--- src/mvt_pkg.sv ---
// Shared types, widths and constants for the 4x4 matrix-vector transform.
package mvt_pkg;

    localparam int ELEM_W          = 32;
    localparam int NUM_ELEMS       = 4;
    localparam int PROD_W          = 2 * ELEM_W;
    localparam int PAIR_W          = PROD_W + 1;
    localparam int SUM_W           = PROD_W + 2;
    localparam int CFG_W           = 2 * ELEM_W;
    localparam int NUM_REGS        = 8;
    localparam int CFG_IDX_W       = $clog2(NUM_REGS);
    localparam int VEC_W           = NUM_ELEMS * ELEM_W;
    localparam int NUM_STAGES      = 4;
    localparam int FRAC_BITS_DEF   = 16;

    typedef logic signed [ELEM_W-1:0] elem_t;
    typedef elem_t [NUM_ELEMS-1:0]    vec_t;
    typedef logic signed [PROD_W-1:0] prod_t;
    typedef logic signed [PAIR_W-1:0] pair_t;
    typedef logic signed [SUM_W-1:0]  sum_t;
    typedef sum_t [NUM_ELEMS-1:0]     sum_vec_t;
    typedef logic [CFG_W-1:0]         cfg_word_t;

    // Load enables for the three lane stages
    typedef struct packed {
        logic prod_ld;
        logic pair_ld;
        logic sum_ld;
    } lane_ctl_t;

    // Reset contents of one matrix register: the identity matrix.
    // Registers 0 and 5 carry a one in the low row, 2 and 7 in the high row.
    function automatic cfg_word_t identity_word(input int idx, input int frac_bits);
        cfg_word_t one;
        cfg_word_t word;
        one  = cfg_word_t'(1) << frac_bits;
        word = '0;
        if (idx == 0 || idx == 5) begin
            word = one;
        end else if (idx == 2 || idx == 7) begin
            word = one << ELEM_W;
        end
        return word;
    endfunction

endpackage

--- src/mvt_merge.sv ---
// Merge stage: round and saturate each lane's row sum into the output beat.
module mvt_merge
    import mvt_pkg::*;
#(
    parameter int FRAC_BITS = FRAC_BITS_DEF
) (
    input  logic           aclk,
    input  logic           ld,
    input  sum_vec_t       sums,
    output logic [VEC_W-1:0] tdata
);

    localparam sum_t RND = sum_t'(1) << (FRAC_BITS - 1);

    vec_t out_reg;
    vec_t out_next;

    always_comb begin
        sum_t                 rounded;
        sum_t                 shifted;
        logic [SUM_W-ELEM_W:0] hi;
        out_next = '0;
        for (int r = 0; r < NUM_ELEMS; r++) begin
            rounded = sums[r] + RND;
            shifted = rounded >>> FRAC_BITS;
            hi      = shifted[SUM_W-1:ELEM_W-1];
            if (&hi || ~|hi) begin
                out_next[r] = shifted[ELEM_W-1:0];
            end else if (shifted[SUM_W-1]) begin
                out_next[r] = {1'b1, {(ELEM_W-1){1'b0}}};
            end else begin
                out_next[r] = {1'b0, {(ELEM_W-1){1'b1}}};
            end
        end
    end

    always_ff @(posedge aclk) begin
        if (ld) begin
            out_reg <= out_next;
        end
    end

    assign tdata = out_reg;

endmodule

--- config.mk ---
export PLATFORM = sky130hd
export DESIGN_NAME = mvt_merge
export DESIGN_NICKNAME = d
export VERILOG_FILES = /design/src/mvt_pkg.sv /design/src/mvt_merge.sv
export SDC_FILE = /design/constraint.sdc
export NUM_CORES = 1
export LEC_CHECK = 0
export BUFFER_PORTS_ARGS = -buffer_cell sky130_fd_sc_hd__clkbuf_2
export CAP_MARGIN = 20
export CORE_MARGIN = 2
export CORE_UTILIZATION = 45
export CTS_BUF_LIST = sky130_fd_sc_hd__clkbuf_8 sky130_fd_sc_hd__clkbuf_16
export CTS_CLUSTER_DIAMETER = 100
export CTS_CLUSTER_SIZE = 30
export DETAILED_ROUTE_END_ITERATION = 7
export PLACE_DENSITY = 0.82
export SYNTH_ARGS = -nofsm -noshare
export SYNTH_HDL_FRONTEND = slang
export SYNTH_SLANG_ARGS = --single-unit
--- constraint.sdc ---
create_clock -name aclk -period 5.8 [get_ports aclk]
set_clock_uncertainty 0.15 [all_clocks]
set_input_delay 1.16 -clock aclk [delete_from_list [all_inputs] [get_ports aclk]]
set_output_delay 1.16 -clock aclk [all_outputs]
set_load 0.02 [all_outputs]
# Word level (Yosys, flattened, before mapping)
# Cells that the tools add are included.
[word_totals] latchBits=0 memories=0 in_bits=266 output_inout_bits=128 ramBits=0 reg_bits=128 rom_bits=0
[op_classes] n_mux=8 div=0 shift=0 eq_ne=0 n_reduce_logical=16 n_mul=0 order_cmp=0 add_sub_neg=4 bitwise=0
[op_table] cell="$add A66 B17 Y66 const B" count=4
[op_table] cell="$mux W32" count=8
[op_table] cell="$reduce_and A19 Y1" count=4
[op_table] cell="$reduce_or A19 Y1" count=4
[op_table] cell="$logic_not A1 Y1" count=4
[op_table] cell="$logic_or A1 B1 Y1" count=4

# Depth between registers and ports, before layout
[logic_depth] depth_word=5 ltp_mapped=11 mapped_depth_nobuf=9

# Least setup slack after synthesis
# Ideal clock, no wire load.
[synth_timing] path_type="input-to-reg" from="in sums[114] (netlist bit)" to="reg out_reg (netlist bit tdata[57]) (data pin)" t_arrival_ps=3744 n_path_buf=2 path_slack_ps=1644 cell_stages=10 required_time_ps=5388 setup_time_ps=262 cell_sequence="buf_2 nand3_1 or4_1 nor4_1 xor2_1 nand3b_1 a2111o_1 o32a_1 buf_2 mux2_1"
[synth_rtl] element="start: declaration" line="mvt_merge.sv:9" source="input sum_vec_t sums,"
[synth_rtl] element="end signal: assignment" line="mvt_merge.sv:39" source="out_reg <= out_next;"
[synth_rtl] element="end: declaration" line="mvt_merge.sv:15" source="vec_t out_reg;"

==> impl_metrics.json <==
{
  "post-route-util": 0.569,
  "ant_nets": 0,
  "crit_path_max_fanout": 31,
  "drive_above_1_share": 0.306,
  "final-max-slew-violation-count": 0,
  "ys_types": 72,
  "nFillCells": 2049,
  "setup_viol": 0,
  "antennaDiodeCount": 0,
  "worstPathCellList": "clkbuf_2, ha_1, nand2_1, nor3_1, nand4_1, nor3_1, mux2_2, a41oi_1, o32a_2, mux2_1",
  "crit_required_ns": 5.82,
  "startpoint_type": "input pin",
  "numCtsBuffers": 17,
  "setup_tns_ns": 0,
  "fp.dieH_um": 156,
  "yosys-top-cells-area": "edfxtp_1, xor2_1, xnor2_1",
  "stdcell_count": 1754,
  "grt_setup_unrepaired": "no",
  "core-area_um2": 22700,
  "ir_worst_vdd_v": 0.000156,
  "clk_path_buf_depth": 2,
  "finalPower_uw": 2860,
  "die_area_um2": 24400,
  "dp_hpwl_um": 25400,
  "clock-sinks": 128,
  "cts_setup_buffers": 0,
  "synth_top_area_frac": 0.369,
  "ys_async_sr_fraction": 0,
  "syn_avg_cell_area_um2": 9.11,
  "maxCapViolations": 0,
  "htreeDepth": 4,
  "root_buffer": "clkbuf_16",
  "seq_area_frac_synth": 0.369,
  "ys_top_cells_by_count": "edfxtp_1, nand3_1, nand2_1, xor2_1, nand4_1",
  "leakagePower_uw": 0.00492,
  "post-route-period-util": 0.780,
  "wl_um": 32300,
  "tightest_slew_ns": 0.915,
  "cts.repair.resized": 0,
  "antenna_found_initial": 0,
  "vias": 10514,
  "track_usage": 0.258,
  "status": "completed",
  "drtIter0Drc": 816,
  "fin_area_um2": 12900,
  "placed_cells": 1722,
  "finalHoldViolations": 0,
  "clk_pin_slew_worst_paths_ns": 0.07,
  "drtPass1Iterations": 5,
  "place.gp.congestion": 0.961,
  "initial_core_util": 0.459,
  "num_io_pins": 394,
  "drc": 0,
  "synth_edf_count": 128,
  "dpl_cell_area_um2": 12300,
  "wire_per_inst_um": 18.4,
  "max_freq_ghz": 0.221,
  "synth-warning-count": 0,
  "crit_slowest_cell": "o32a_2",
  "cts_tree": "yes",
  "cpPeakStageDelay_ns": 0.81,
  "cpMostUsedCell": "nor3_1",
  "overflow": 0,
  "synth_nets": 1414,
  "yosysTopAreaCell": "edfxtp_1",
  "critPathCaptureType": "flop",
  "synth_most_common_cell": "edfxtp_1",
  "grt_pass1_vias": 10122,
  "syn_inst": 1144,
  "synthFlopType": "edfxtp_1",
  "grt_pass1_wl_um": 50400,
  "min_period_ns": 4.52,
  "grt_max_degree": 66,
  "portBuffers": 333,
  "vias_per_cell": 5.99,
  "hp-class": "in2reg",
  "fin_nets": 1726,
  "num_rows": 55,
  "p_per_area_nw_per_um2": 222,
  "syn_area_um2": 10400,
  "area_delta_synth_final_pct": 24.1,
  "cts_hold_buf": 0,
  "die_w_um": 156,
  "yosys_register_bits": 128,
  "arrival_ns": 4.55,
  "slew_headroom": 0.390,
  "largest_reg_flops": 128,
  "path_class": "in2reg"
}
[power by group]
part | total (µW) | internal (µW) | switching [µW]
clock | 1170 | 726 | 444
sequential | 1130 | 1110 | 22.5
combinational | 564 | 191 | 373
[stage by stage]
stage / hold slack (ns) / setup slack (ns)
floorplan: 1.12 / 1.64
global placement: 1.40 / 0.986
detailed placement: 1.40 / 0.923
CTS: 0.956 / 1.34
global route: 0.967 / 0.965
finish: 0.977 / 1.28
[cell usage in the layout (no fill, tap or decap), types with 17 or more instances in the layout]
master	count
clkbuf_2	332
edfxtp_1	128
nand3_1	109
nand2_1	106
xor2_1	87
nand4_1	83
nor2_1	74
xnor2_1	63
o21ai_0	57
and3_1	39
mux2i_1	38
nor3_1	37
nor4_1	33
a21oi_2	31
inv_1	17
clkbuf_16	17
[layout make-up]
type,instances,area (µm²),area share
Clock inverter,15,206,0.0160
Clock buffer,17,425,0.0329
Sequential cell,128,3840,0.297
Timing Repair Buffer,345,1770,0.137
Multi-Input combinational cell,947,6260,0.484
Inverter,17,63.8,0.00494
Tap cell,285,357,0.0276
[metal layers]
layer,up-vias,global-route usage,part of all wire
met5,-,0,0
met4,0,0.110,0.032
met3,71,0.0522,0.079
met2,498,0.442,0.49
met1,4944,0.318,0.40
li1,5001,-,-
[kinds of logic after synthesis]
logic type / Yosys count / synth area share
AOI/OAI and AO/OA: 166 / 0.109
buffers and inverters: 69 / 0.0336
muxes: 43 / 0.0419
xor gates and xnor gates: 152 / 0.128
and+or+nand+nor: 582 / 0.314
DFF: 128 / 0.369
adders and majority gates: 4 / 0.00480
[critical path, delay by kind of cell]
| family | cells | cell delay (ns) |
|---|---|---|
| AND/OR/NAND/NOR | 4 | 1.18 |
| AO/OA/AOI/OAI | 2 | 1.05 |
| multiplexers | 2 | 0.75 |
| adder cells (fa/ha/maj) | 1 | 0.27 |
| buffers and inverters | 1 | 0.11 |
[path summary, 6_finish.rpt]
path,slack (ns),cells after the start,end,start
worst min-delay path,0.98,3,tdata[95]$_DFFE_PP_,sums[197]
worst max-delay path,1.28,10,tdata[57]$_DFFE_PP_,sums[82]
No activity file was read; power rests on OpenSTA's default activity.
